### src/rtl/etf_pkg.sv
// Package for the escape-time fractal unit.
// Holds the sequencer state type and the configuration register indexes.
// No dependencies.
`default_nettype none

package etf_pkg;

  localparam int CfgIdxBits = 3;

  typedef logic [CfgIdxBits-1:0] cfg_idx_t;

  localparam cfg_idx_t CFG_FRACTAL_MODE     = 3'd0;
  localparam cfg_idx_t CFG_MAX_ITER         = 3'd1;
  localparam cfg_idx_t CFG_ESCAPE_RADIUS_SQ = 3'd2;
  localparam cfg_idx_t CFG_JULIA_CONST_RE   = 3'd3;
  localparam cfg_idx_t CFG_JULIA_CONST_IM   = 3'd4;

  typedef enum logic [5:0] {
    S_IDLE = 6'b000001,
    S_RR   = 6'b000010,
    S_II   = 6'b000100,
    S_RI   = 6'b001000,
    S_UPD  = 6'b010000,
    S_DONE = 6'b100000
  } etf_state_e;

endpackage

`default_nettype wire

### src/rtl/etf_point_if.sv
// Request channel carrying one complex point (signed Q4.28 by default).
// No dependencies.
`default_nettype none

interface etf_point_if #(
  parameter int COORD_BITS = 32
) ();
  logic                         valid;
  logic                         ready;
  logic signed [COORD_BITS-1:0] point_re;
  logic signed [COORD_BITS-1:0] point_im;

  modport source (output valid, output point_re, output point_im, input ready);
  modport sink   (input valid, input point_re, input point_im, output ready);
endinterface

`default_nettype wire

### src/rtl/etf_result_if.sv
// Result channel carrying the iteration count and the escaped flag.
// No dependencies.
`default_nettype none

interface etf_result_if #(
  parameter int COUNT_BITS = 16
) ();
  logic                  valid;
  logic                  ready;
  logic [COUNT_BITS-1:0] iteration_count;
  logic                  escaped;

  modport source (output valid, output iteration_count, output escaped, input ready);
  modport sink   (input valid, input iteration_count, input escaped, output ready);
endinterface

`default_nettype wire

### src/rtl/etf_mul.sv
// Shared signed multiplier with a registered product.
// No dependencies.
`default_nettype none

module etf_mul #(
  parameter int COORD_BITS = 32
) (
  input  wire logic                           clk_i,
  input  wire logic signed [COORD_BITS-1:0]   a_i,
  input  wire logic signed [COORD_BITS-1:0]   b_i,
  output logic signed      [2*COORD_BITS-1:0] p_o
);

  logic signed [2*COORD_BITS-1:0] p_q;

  always_ff @(posedge clk_i) begin
    p_q <= (2*COORD_BITS)'(a_i) * (2*COORD_BITS)'(b_i);
  end

  assign p_o = p_q;

endmodule

`default_nettype wire

### src/rtl/etf_core.sv
// Iteration sequencer and datapath for z = z^2 + c around one shared multiplier.
// Depends on etf_pkg and etf_mul.
`default_nettype none

module etf_core #(
  parameter int COORD_BITS = 32,
  parameter int COUNT_BITS = 16
) (
  input  wire logic                         clk_i,
  input  wire logic                         rst_ni,
  input  wire logic                         start_i,
  input  wire logic signed [COORD_BITS-1:0] point_re_i,
  input  wire logic signed [COORD_BITS-1:0] point_im_i,
  input  wire logic                         mode_i,
  input  wire logic        [COUNT_BITS-1:0] max_iter_i,
  input  wire logic        [31:0]           esc_sq_i,
  input  wire logic signed [COORD_BITS-1:0] julia_re_i,
  input  wire logic signed [COORD_BITS-1:0] julia_im_i,
  output logic                              idle_o,
  output logic                              res_valid_o,
  input  wire logic                         res_take_i,
  output logic             [COUNT_BITS-1:0] res_count_o,
  output logic                              res_escaped_o
);

  import etf_pkg::*;

  localparam int W     = COORD_BITS;
  localparam int Frac  = W - 4;
  localparam int PW    = 2 * W;
  localparam int NW    = W + 6;
  localparam int CmpW  = (PW > 32 + Frac) ? PW : 32 + Frac;

  localparam logic signed [NW-1:0] CoordHi = {{(NW-W+1){1'b0}}, {(W-1){1'b1}}};
  localparam logic signed [NW-1:0] CoordLo = {{(NW-W+1){1'b1}}, {(W-1){1'b0}}};

  etf_state_e state_d, state_q;

  logic signed [W-1:0]  zr_q, zi_q, cr_q, ci_q;
  logic signed [PW-1:0] rr_q, diff_q;
  logic [COUNT_BITS-1:0] k_q;
  logic                  chk_q, esc_q;

  logic signed [W-1:0]  mul_a, mul_b;
  logic signed [PW-1:0] prod;
  logic [CmpW-1:0]      mag, limit;
  logic signed [NW-1:0] nr, ni;
  logic                 escape_hit, iter_end, sat;

  always_comb begin
    unique case (state_q)
      S_RR: begin
        mul_a = zr_q;
        mul_b = zr_q;
      end
      S_II: begin
        mul_a = zi_q;
        mul_b = zi_q;
      end
      default: begin
        mul_a = zr_q;
        mul_b = zi_q;
      end
    endcase
  end

  etf_mul #(
    .COORD_BITS(COORD_BITS)
  ) u_mul (
    .clk_i (clk_i),
    .a_i   (mul_a),
    .b_i   (mul_b),
    .p_o   (prod)
  );

  assign mag        = CmpW'($unsigned(rr_q)) + CmpW'($unsigned(prod));
  assign limit      = CmpW'({esc_sq_i, {Frac{1'b0}}});
  assign escape_hit = chk_q && (mag >= limit);
  assign iter_end   = chk_q && (k_q >= max_iter_i);

  assign nr  = NW'(diff_q >>> Frac) + NW'(cr_q);
  assign ni  = NW'(prod >>> (Frac - 1)) + NW'(ci_q);
  assign sat = (nr > CoordHi) || (nr < CoordLo) || (ni > CoordHi) || (ni < CoordLo);

  always_comb begin
    state_d = state_q;
    unique case (state_q)
      S_IDLE: begin
        if (start_i) begin
          state_d = (esc_sq_i == 32'd0) ? S_DONE : S_RR;
        end
      end
      S_RR: state_d = S_II;
      S_II: state_d = S_RI;
      S_RI: state_d = (escape_hit || iter_end) ? S_DONE : S_UPD;
      S_UPD: state_d = sat ? S_DONE : S_RR;
      S_DONE: begin
        if (res_take_i) begin
          state_d = S_IDLE;
        end
      end
      default: state_d = S_IDLE;
    endcase
  end

  always_ff @(posedge clk_i or negedge rst_ni) begin
    if (!rst_ni) begin
      state_q <= S_IDLE;
    end else begin
      state_q <= state_d;
    end
  end

  always_ff @(posedge clk_i) begin
    case (state_q)
      S_IDLE: begin
        if (start_i) begin
          k_q   <= '0;
          chk_q <= 1'b0;
          esc_q <= (esc_sq_i == 32'd0);
          if (mode_i) begin
            zr_q <= point_re_i;
            zi_q <= point_im_i;
            cr_q <= julia_re_i;
            ci_q <= julia_im_i;
          end else begin
            zr_q <= '0;
            zi_q <= '0;
            cr_q <= point_re_i;
            ci_q <= point_im_i;
          end
        end
      end
      S_II: rr_q <= prod;
      S_RI: begin
        diff_q <= rr_q - prod;
        if (escape_hit) begin
          esc_q <= 1'b1;
        end else if (chk_q && !iter_end) begin
          k_q <= k_q + COUNT_BITS'(1);
        end
      end
      S_UPD: begin
        if (sat) begin
          esc_q <= 1'b1;
        end else begin
          zr_q  <= nr[W-1:0];
          zi_q  <= ni[W-1:0];
          chk_q <= 1'b1;
        end
      end
      default: ;
    endcase
  end

  assign idle_o        = (state_q == S_IDLE);
  assign res_valid_o   = (state_q == S_DONE);
  assign res_count_o   = k_q;
  assign res_escaped_o = esc_q;

  a_count_bounded: assert property (@(posedge clk_i) disable iff (!rst_ni)
    (state_q != S_IDLE && state_q != S_DONE && state_q != S_RR) |-> (k_q <= max_iter_i))
    else $error("iteration index past max_iter");

  a_start_leaves_idle: assert property (@(posedge clk_i) disable iff (!rst_ni)
    (start_i && state_q == S_IDLE) |=> (state_q != S_IDLE))
    else $error("accepted point did not start work");

  a_result_holds: assert property (@(posedge clk_i) disable iff (!rst_ni)
    (state_q == S_DONE && !res_take_i) |=>
      (state_q == S_DONE && $stable(k_q) && $stable(esc_q)))
    else $error("pending result changed before it was taken");

  a_bound_on_no_escape: assert property (@(posedge clk_i) disable iff (!rst_ni)
    (state_q == S_DONE && !esc_q) |-> (k_q == max_iter_i))
    else $error("result without escape ended before max_iter");

endmodule

`default_nettype wire

### src/rtl/escape_time_fractal_unit.sv
// Escape-time fractal unit (Mandelbrot / Julia), signed Q4.28 coordinates.
// With escape_radius_sq 0 a point completes without iterating; else each iteration steps
// through S_RR, S_II, S_RI and S_UPD until escape, saturation or the count reaching max_iter.
// Only one request is in work at a time; the next is taken once the result enters the output register.
// Reset clears the registers to their defaults and empties the core and result stage.
// Depends on etf_pkg, etf_point_if, etf_result_if, etf_mul and etf_core.
`default_nettype none

module escape_time_fractal_unit #(
  parameter int COORD_BITS = 32,
  parameter int COUNT_BITS = 16,
  parameter int CFG_BITS   = (COORD_BITS > 32) ? COORD_BITS : 32
) (
  input  wire logic                  clk_i,
  input  wire logic                  rst_ni,
  etf_point_if.sink                  point_i,
  etf_result_if.source               result_o,
  input  wire logic                  cfg_we_i,
  input  wire etf_pkg::cfg_idx_t     cfg_idx_i,
  input  wire logic [CFG_BITS-1:0]   cfg_wdata_i
);

  import etf_pkg::*;

  logic                         mode_q;
  logic [COUNT_BITS-1:0]        max_iter_q;
  logic [31:0]                  esc_sq_q;
  logic signed [COORD_BITS-1:0] julia_re_q, julia_im_q;

  logic                  core_idle, core_valid, core_take, core_esc, start;
  logic [COUNT_BITS-1:0] core_count;

  logic                  out_valid_q;
  logic [COUNT_BITS-1:0] out_count_q;
  logic                  out_esc_q;

  always_ff @(posedge clk_i or negedge rst_ni) begin
    if (!rst_ni) begin
      mode_q     <= 1'b0;
      max_iter_q <= COUNT_BITS'(255);
      esc_sq_q   <= 32'h4000_0000;
      julia_re_q <= '0;
      julia_im_q <= '0;
    end else if (cfg_we_i) begin
      unique case (cfg_idx_i)
        CFG_FRACTAL_MODE:     mode_q     <= cfg_wdata_i[0];
        CFG_MAX_ITER:         max_iter_q <= cfg_wdata_i[COUNT_BITS-1:0];
        CFG_ESCAPE_RADIUS_SQ: esc_sq_q   <= cfg_wdata_i[31:0];
        CFG_JULIA_CONST_RE:   julia_re_q <= cfg_wdata_i[COORD_BITS-1:0];
        CFG_JULIA_CONST_IM:   julia_im_q <= cfg_wdata_i[COORD_BITS-1:0];
        default: ;
      endcase
    end
  end

  assign point_i.ready = core_idle;
  assign start         = point_i.valid && core_idle;

  etf_core #(
    .COORD_BITS(COORD_BITS),
    .COUNT_BITS(COUNT_BITS)
  ) u_core (
    .clk_i         (clk_i),
    .rst_ni        (rst_ni),
    .start_i       (start),
    .point_re_i    (point_i.point_re),
    .point_im_i    (point_i.point_im),
    .mode_i        (mode_q),
    .max_iter_i    (max_iter_q),
    .esc_sq_i      (esc_sq_q),
    .julia_re_i    (julia_re_q),
    .julia_im_i    (julia_im_q),
    .idle_o        (core_idle),
    .res_valid_o   (core_valid),
    .res_take_i    (core_take),
    .res_count_o   (core_count),
    .res_escaped_o (core_esc)
  );

  assign core_take = core_valid && (!out_valid_q || result_o.ready);

  always_ff @(posedge clk_i or negedge rst_ni) begin
    if (!rst_ni) begin
      out_valid_q <= 1'b0;
    end else if (core_take) begin
      out_valid_q <= 1'b1;
    end else if (result_o.ready) begin
      out_valid_q <= 1'b0;
    end
  end

  always_ff @(posedge clk_i) begin
    if (core_take) begin
      out_count_q <= core_count;
      out_esc_q   <= core_esc;
    end
  end

  assign result_o.valid           = out_valid_q;
  assign result_o.iteration_count = out_count_q;
  assign result_o.escaped         = out_esc_q;

endmodule

`default_nettype wire
### src/flat_wrapper.sv
// flat-port wrapper written by rule: the top's interface ports become plain ports
module escape_time_fractal_unit_flat import etf_pkg::*;
#(
  parameter int COORD_BITS = 32,
  parameter int COUNT_BITS = 16,
  parameter int CFG_BITS   = (COORD_BITS > 32) ? COORD_BITS : 32
)
  (clk_i, rst_ni, cfg_we_i, cfg_idx_i, cfg_wdata_i, point_i_valid, point_i_point_re, point_i_point_im, point_i_ready, result_o_valid, result_o_iteration_count, result_o_escaped, result_o_ready);
  etf_point_if #(.COORD_BITS(COORD_BITS)) point_i_i ();
  etf_result_if #(.COUNT_BITS(COUNT_BITS)) result_o_i ();
  input  wire logic clk_i;
  input  wire logic rst_ni;
  input  wire logic cfg_we_i;
  input  wire etf_pkg::cfg_idx_t cfg_idx_i;
  input  wire logic [CFG_BITS-1:0] cfg_wdata_i;
  input wire logic [$bits(point_i_i.valid)-1:0] point_i_valid;
  input wire logic [$bits(point_i_i.point_re)-1:0] point_i_point_re;
  input wire logic [$bits(point_i_i.point_im)-1:0] point_i_point_im;
  output wire logic [$bits(point_i_i.ready)-1:0] point_i_ready;
  output wire logic [$bits(result_o_i.valid)-1:0] result_o_valid;
  output wire logic [$bits(result_o_i.iteration_count)-1:0] result_o_iteration_count;
  output wire logic [$bits(result_o_i.escaped)-1:0] result_o_escaped;
  input wire logic [$bits(result_o_i.ready)-1:0] result_o_ready;
  assign point_i_i.valid = point_i_valid;
  assign point_i_i.point_re = point_i_point_re;
  assign point_i_i.point_im = point_i_point_im;
  assign point_i_ready = point_i_i.ready;
  assign result_o_valid = result_o_i.valid;
  assign result_o_iteration_count = result_o_i.iteration_count;
  assign result_o_escaped = result_o_i.escaped;
  assign result_o_i.ready = result_o_ready;
  escape_time_fractal_unit #(.COORD_BITS(COORD_BITS), .COUNT_BITS(COUNT_BITS), .CFG_BITS(CFG_BITS)) u_core (.clk_i(clk_i), .rst_ni(rst_ni), .point_i(point_i_i), .result_o(result_o_i), .cfg_we_i(cfg_we_i), .cfg_idx_i(cfg_idx_i), .cfg_wdata_i(cfg_wdata_i));
endmodule
### config.mk
export PLATFORM = sky130hd
export DESIGN_NAME = escape_time_fractal_unit_flat
export DESIGN_NICKNAME = d
export VERILOG_FILES = /design/src/rtl/etf_pkg.sv /design/src/rtl/etf_point_if.sv /design/src/rtl/etf_result_if.sv /design/src/rtl/etf_mul.sv /design/src/rtl/etf_core.sv /design/src/rtl/escape_time_fractal_unit.sv /design/src/flat_wrapper.sv
export SDC_FILE = /design/constraint.sdc
export NUM_CORES = 2
export LEC_CHECK = 0
export BUFFER_PORTS_ARGS = -buffer_cell sky130_fd_sc_hd__buf_2
export CORE_MARGIN = 2
export CORE_UTILIZATION = 50
export CTS_BUF_LIST = sky130_fd_sc_hd__clkbuf_16
export CTS_CLUSTER_DIAMETER = 200
export CTS_CLUSTER_SIZE = 20
export DETAILED_ROUTE_END_ITERATION = 8
export PLACE_DENSITY = 0.66
export SLEW_MARGIN = 15
export SYNTH_ARGS = -nofsm -noshare
export SYNTH_HDL_FRONTEND = slang
export SYNTH_SLANG_ARGS = --single-unit
export TNS_END_PERCENT = 50
### constraint.sdc
create_clock -name clk_i -period 12 [get_ports clk_i]
set_input_delay 3.6 -clock clk_i [delete_from_list [all_inputs] [get_ports clk_i]]
set_output_delay 3.6 -clock clk_i [all_outputs]
set_load 0.03 [all_outputs]
== Word-level counts from Yosys, hierarchy flattened ==
Cells that the tools add are included.
Word-level totals
  register bits after elaboration: 475
  input bits: 104
  output and inout port bits: 19
  logic and storage cells: 107
Cells by class
  $add $sub $neg: 5
  $mul: 1
  $lt $le $gt $ge: 6
  eq/ne operators: 17
  mux-type cells: 31
  reductions and logical operators: 28
Operator list (count)
  two-way mux 32 bit: 10
  case mux 32 bit (2 select lines): 2
  adder 64 bit: 1
  greater-or-equal comparator 64 x 60 -> 1 bit: 1
  multiplier 32 x 32 -> 64 bit: 1
  subtractor 64 bit: 1
  two-way mux 16 bit: 3
  adder 37 x 32 -> 38 bit: 1
  greater-than comparator 38 x 32 -> 1 bit (second input constant): 1
  < comparator 38 x 32 -> 1 bit (second input constant): 1
  adder 36 x 32 -> 37 bit: 1
  greater-than comparator 37 x 32 -> 1 bit (second input constant): 1
  < comparator 37 x 32 -> 1 bit (second input constant): 1
  case mux 6 bit (6 select lines): 1
  logical NOT 32 bit: 1
  case mux 16 bit (2 select lines): 1
  two-way mux 6 bit: 5
  adder 16 x 1 -> 16 bit (second input constant): 1
  greater-or-equal comparator 16 bit: 1
  inequality test 2 bit (second input constant): 7
  AND reduction 2 bit: 7
  AND reduction 4 bit: 2
  two-way mux 1 bit: 7
  == test 3 x 2 -> 1 bit (second input constant): 2
  other kinds (17): 28

== Longest topological paths before layout ==
  word-level depth: 7
  depth in mapped cells: 37
  gate-level depth less buffers: 33

== Hierarchy ==
A second synthesis with hierarchy kept.
Second synthesis, totals
  cell total of the unflattened synthesis: 6850
  area total of the unflattened synthesis: 65382.7 µm²
By module, submodules not included
  etf_mul: instances 1, cells each 3945, area each 37457.2 µm², sequential area each 1281.2 µm²
  etf_core: instances 1, cells each 2639, area each 22919.5 µm², sequential area each 7538.5 µm²
  escape_time_fractal_unit: instances 1, cells each 266, area each 5006.1 µm², sequential area each 3374.5 µm²

== Worst setup path after synthesis ==
Ideal clock, no wire load.
  path kind: register to register
  start point: register u_core.u_core.state_q[1]
  end point: register u_core.u_core.u_mul.p_q[60] (netlist: u_core.u_core.u_mul.p_o[60])
  setup time: 0.072 ns
  arrival: 10.476 ns
  required time: 11.928 ns
  slack: 1.452 ns
  stages on the path, launching flop included: 35
  path buffers: 2
  clock period less this slack: 10.548 ns
  path through: dfrtp_1 -> nor4_1 -> nand3b_1 -> inv_1 -> buf_1 -> nand2_1 -> nand2_1 -> clkbuf_1 -> nand2_1 -> fa_1 -> fa_1 -> inv_1 -> fa_1 -> inv_1 -> fa_1 -> inv_1 -> fa_1 -> fa_1 -> fa_1 -> inv_1 -> fa_1 -> inv_1 -> ha_1 -> and4_1 -> and3_1 -> nand4_1 -> a211oi_1 -> a211oi_1 -> o41ai_1 -> a21oi_1 -> nor2b_1 -> o21ai_0 -> nand4_1 -> a32oi_1 -> xor2_1
Between the ends
  longest elaborated chain between the ends: 3
  elaborated cells between the ends (all ways): 5
  those cells by class: mul: 1; eq/ne: 2; mux: 2
RTL lines
  start, declared: RTL line etf_core.sv:37  | etf_state_e state_d, state_q;
  start signal, assigned: RTL line etf_core.sv:110  | state_q <= state_d;
  == test 6 x 3 -> 1 bit / == test 6 x 2 -> 1 bit (equally long branches): RTL line etf_core.sv:51  | unique case (state_q)
  two-way mux 32 bit: RTL line etf_core.sv:51
  multiplier 32 x 32 -> 64 bit *: RTL line etf_mul.sv:17  | p_q <= (2*COORD_BITS)'(a_i) * (2*COORD_BITS)'(b_i);
  end signal, assigned: RTL line etf_mul.sv:17
  end, declared: RTL line etf_mul.sv:14  | logic signed [2*COORD_BITS-1:0] p_q;
Mark *: on every way between the ends. The rest lies on a longest branch, timed or not.
A chain may end at the register's enable or synchronous reset.

== Worst setup path in the final report ==
  start point: register u_core.u_core.state_q[0]
  end point: register u_core.u_core.u_mul.p_q[60] (netlist: u_core.u_core.u_mul.p_o[60])
Same word-level chain as after synthesis.

==> flow_summary.toml <==
[cells_and_area]
drive_gt1_frac = 0.0778
multi_input_area_um2 = 45900
nFillCells = 11600
layout_common_cells = "inv_1 (1194), fa_1 (1085), nand2_1 (820)"
final_area_um2 = 67000
regArea_um2 = 12200
mostFrequentLayoutCell = "inv_1"
finalNetCount = 8375
area_growth_pct = 5.86

[setup_path]
slowest_stage = "mux2i_4"
cp_common_cell = "fa_1"
r2r_start = "u_core.u_core.state_q[0]$_DFFE_PN1P_"
rrSetupSlack_ns = 1.20
critPathMaxFanout = 36
critical_path.max_stage_delay_ns = 0.87
cp.arrival_ns = 11.32
cp-start-kind = "flip-flop"
path_class = "reg2reg"
rr_worst_depth = 31
reg2reg_to = "u_core.u_core.u_mul.p_o[60]$_DFF_P_"
endpoint_kind = "flip-flop"
crit_start = "u_core.u_core.state_q[0]$_DFFE_PN1P_"
required_ns = 12.52

[synthesis]
ys.flop_type = "edfxtp_1"
seq_area_frac_synth = 0.193
synth_edf_count = 263
syn-cell-area_um2 = 63300
yosys.cell_types.count = 102
synth_area_per_cell_um2 = 9.39
netlist_instances = 6740
async_flop_share = 0.268
syn_nets = 8361
ys_ff_latch = 447
ys_warn_count = 0

[die]
coreArea_um2 = 126000
rows = 130
die_w_um = 360
die_height_um = 360
dieArea_um2 = 129000
io-pin-count = 123
start_util = 0.504

[clock_network]
cts_resized = 0
clk_latency_ns = 0.64
postCtsSetupRepairBufs = 0
clockRootBuffer = "clkbuf_16"
cts_htree_levels = 1
clk_path_buf_depth = 3
cts_num_sinks = 447
cts_tree = "done"
cts_buffers = 26
hold_buffers = 0
clkTransAtPathRegs_ns = 0.09

[drt]
drtIter0Drc = 4525
first_pass_iters = 8
avgRoutedWirePerCell_um = 23.9
drc = 0
final_antenna_net_count = 0
routed_wl_um = 201000
vias_per_cell = 5.81
vias = 48900

[placement]
placed_cell_area_um2 = 66200
place_congestion = 0.998
portBuffers = 122
dp.final_hpwl_um = 164000

[min_path]
hp-class = "reg2reg"
holdPathEnd = "u_core.u_core.rr_q[6]$_DFFE_PN_"
hp-start = "u_core.u_core.u_mul.p_o[6]$_DFF_P_"
worstHoldPathCells = 0

[global_routing]
met1_usage = 0.409
globalRouteOverflowTotal = 0
grt_pass1_wl_um = 309000
grt_util_met3 = 0.0645
grt_max_degree = 83
track_usage = 0.314
antenna_found_initial = 13
top_usage_layer = "met2"
grt_pass1_vias = 50600
gr-usage-met2 = 0.503

[sta]
timing.final.setup_violations = 0
final.setup.tns_ns = 0
post-route-min-period_ns = 10.80
finalCritPeriodShare = 0.900
drv_slew = 0
hold_ws_ns = 0.473
worstMarginPinSlew_ns = 1.18
skew_ns = 0.0647
rsz0062_at_grt = "no"
timing.fmax_mhz = 92.6
hold_violations = 0
slew_headroom = 0.199

[job]
cap_viol_max_count = 0

[status]
status = "completed"
==> critical path, delay by kind of cell (launching register included) <==
kind	cells	cell delay [ns]
DFF	1	0.56
buffers and inverters	7	1.46
AOI/OAI and AO/OA	6	2.10
xor gates and xnor gates	1	0.15
adders and majority gates	9	4.34
muxes	1	0.87
and+or+nand+nor	7	1.17
==> cells in the mapped netlist (10+ instances only) <==
cell	number	area, um^2
a211oi_1	34	255
a21boi_0	11	82.6
a21o_1	86	646
a21oi_1	250	1250
a311oi_1	10	87.6
a31oi_1	29	181
and2_1	17	106
and3_1	20	125
and4_1	11	96.3
buf_1	15	56.3
buf_2	13	65.1
clkbuf_1	239	897
dfrtp_1	110	2750
dfstp_2	10	263
dfxtp_1	64	1280
edfxtp_1	263	7900
fa_1	1085	21700
ha_1	432	5410
inv_1	1177	4420
mux2_2	133	1500
mux2i_1	66	661
nand2_1	822	3090
nand2b_1	48	300
nand3_1	120	601
nand3b_1	10	75.1
nand4_1	44	275
nor2_1	709	2660
nor2b_1	45	282
nor3_1	59	295
nor4_1	40	250
o211ai_1	17	128
o21a_1	26	195
o21ai_0	232	1160
o21bai_1	49	368
o31ai_1	29	218
or2_2	25	156
or3_1	14	87.6
xnor2_1	159	1390
xor2_1	53	464
==> worst max-delay path by stage <==
stage	slack [ns]	endpoint	cells after the start
4_1_cts	1.33	u_core.u_core.u_mul.p_o[60]$_DFF_P_	31
3_3_place_gp	1.29	u_core.u_core.u_mul.p_o[63]$_DFF_P_	27
5_1_grt	0.54	u_core.u_core.u_mul.p_o[60]$_DFF_P_	30
6_report	1.20	u_core.u_core.u_mul.p_o[60]$_DFF_P_	31
2_1_floorplan	1.45	u_core.u_core.u_mul.p_o[60]$_DFF_P_	34
3_5_place_dp	1.37	u_core.u_core.u_mul.p_o[60]$_DFF_P_	31
==> per-stage QoR <==
stage / std cells / worst slack, ns / utilization
2_1_floorplan: 6740 / 1.45 / -
3_3_place_gp: 8376 / 1.29 / 0.527
3_5_place_dp: 8376 / 1.37 / 0.527
4_1_cts: 8424 / 1.33 / 0.533
5_1_grt: 8425 / 0.545 / 0.533
6_report: 8429 / 1.20 / 0.533
==> layer usage <==
metal / part of all wire / routed length (um)
met2: 0.46 / 92400
met3: 0.093 / 18800
met5: 0.00042 / 84
met1: 0.39 / 77800
met4: 0.061 / 12300
==> final cells by class <==
type | instances | area share
Sequential cell | 447 | 0.182
Clock buffer | 26 | 0.00972
Timing Repair Buffer | 256 | 0.0244
Tap cell | 1650 | 0.0308
Clock inverter | 22 | 0.00181
Inverter | 1181 | 0.0662
Antenna cell | 5 | 0.000187
Multi-Input combinational cell | 4842 | 0.685
==> sequential cells by signal (all words and copies together), names as in the netlist, 6 cells and up <==
register,count
u_core.u_core.res_count_o,16
u_core.u_core.state_q,6
u_core.max_iter_q,16
u_core.u_core.rr_q,64
u_core.u_core.ci_q,32
u_core.u_core.zr_q,32
u_core.u_core.zi_q,32
u_core.julia_re_q,32
u_core.esc_sq_q,32
u_core.result_o.iteration_count,16
u_core.u_core.cr_q,32
u_core.u_core.u_mul.p_o,64
u_core.u_core.diff_q,36
u_core.julia_im_q,32
==> logic make-up after synthesis <==
logic type	Yosys count	share of synthesized area
buffers and inverters	1451	0.0866
multiplexers	199	0.0341
adder cells (fa/ha/maj)	1517	0.429
flip-flops	447	0.193
AND/OR/NAND/NOR	2016	0.137
AO/OA/AOI/OAI	898	0.0911
XOR/XNOR	212	0.0294
Power is left out: the tool's default activity adds up to more than one toggle a clock period on the data nets, which glitch-free logic cannot reach.
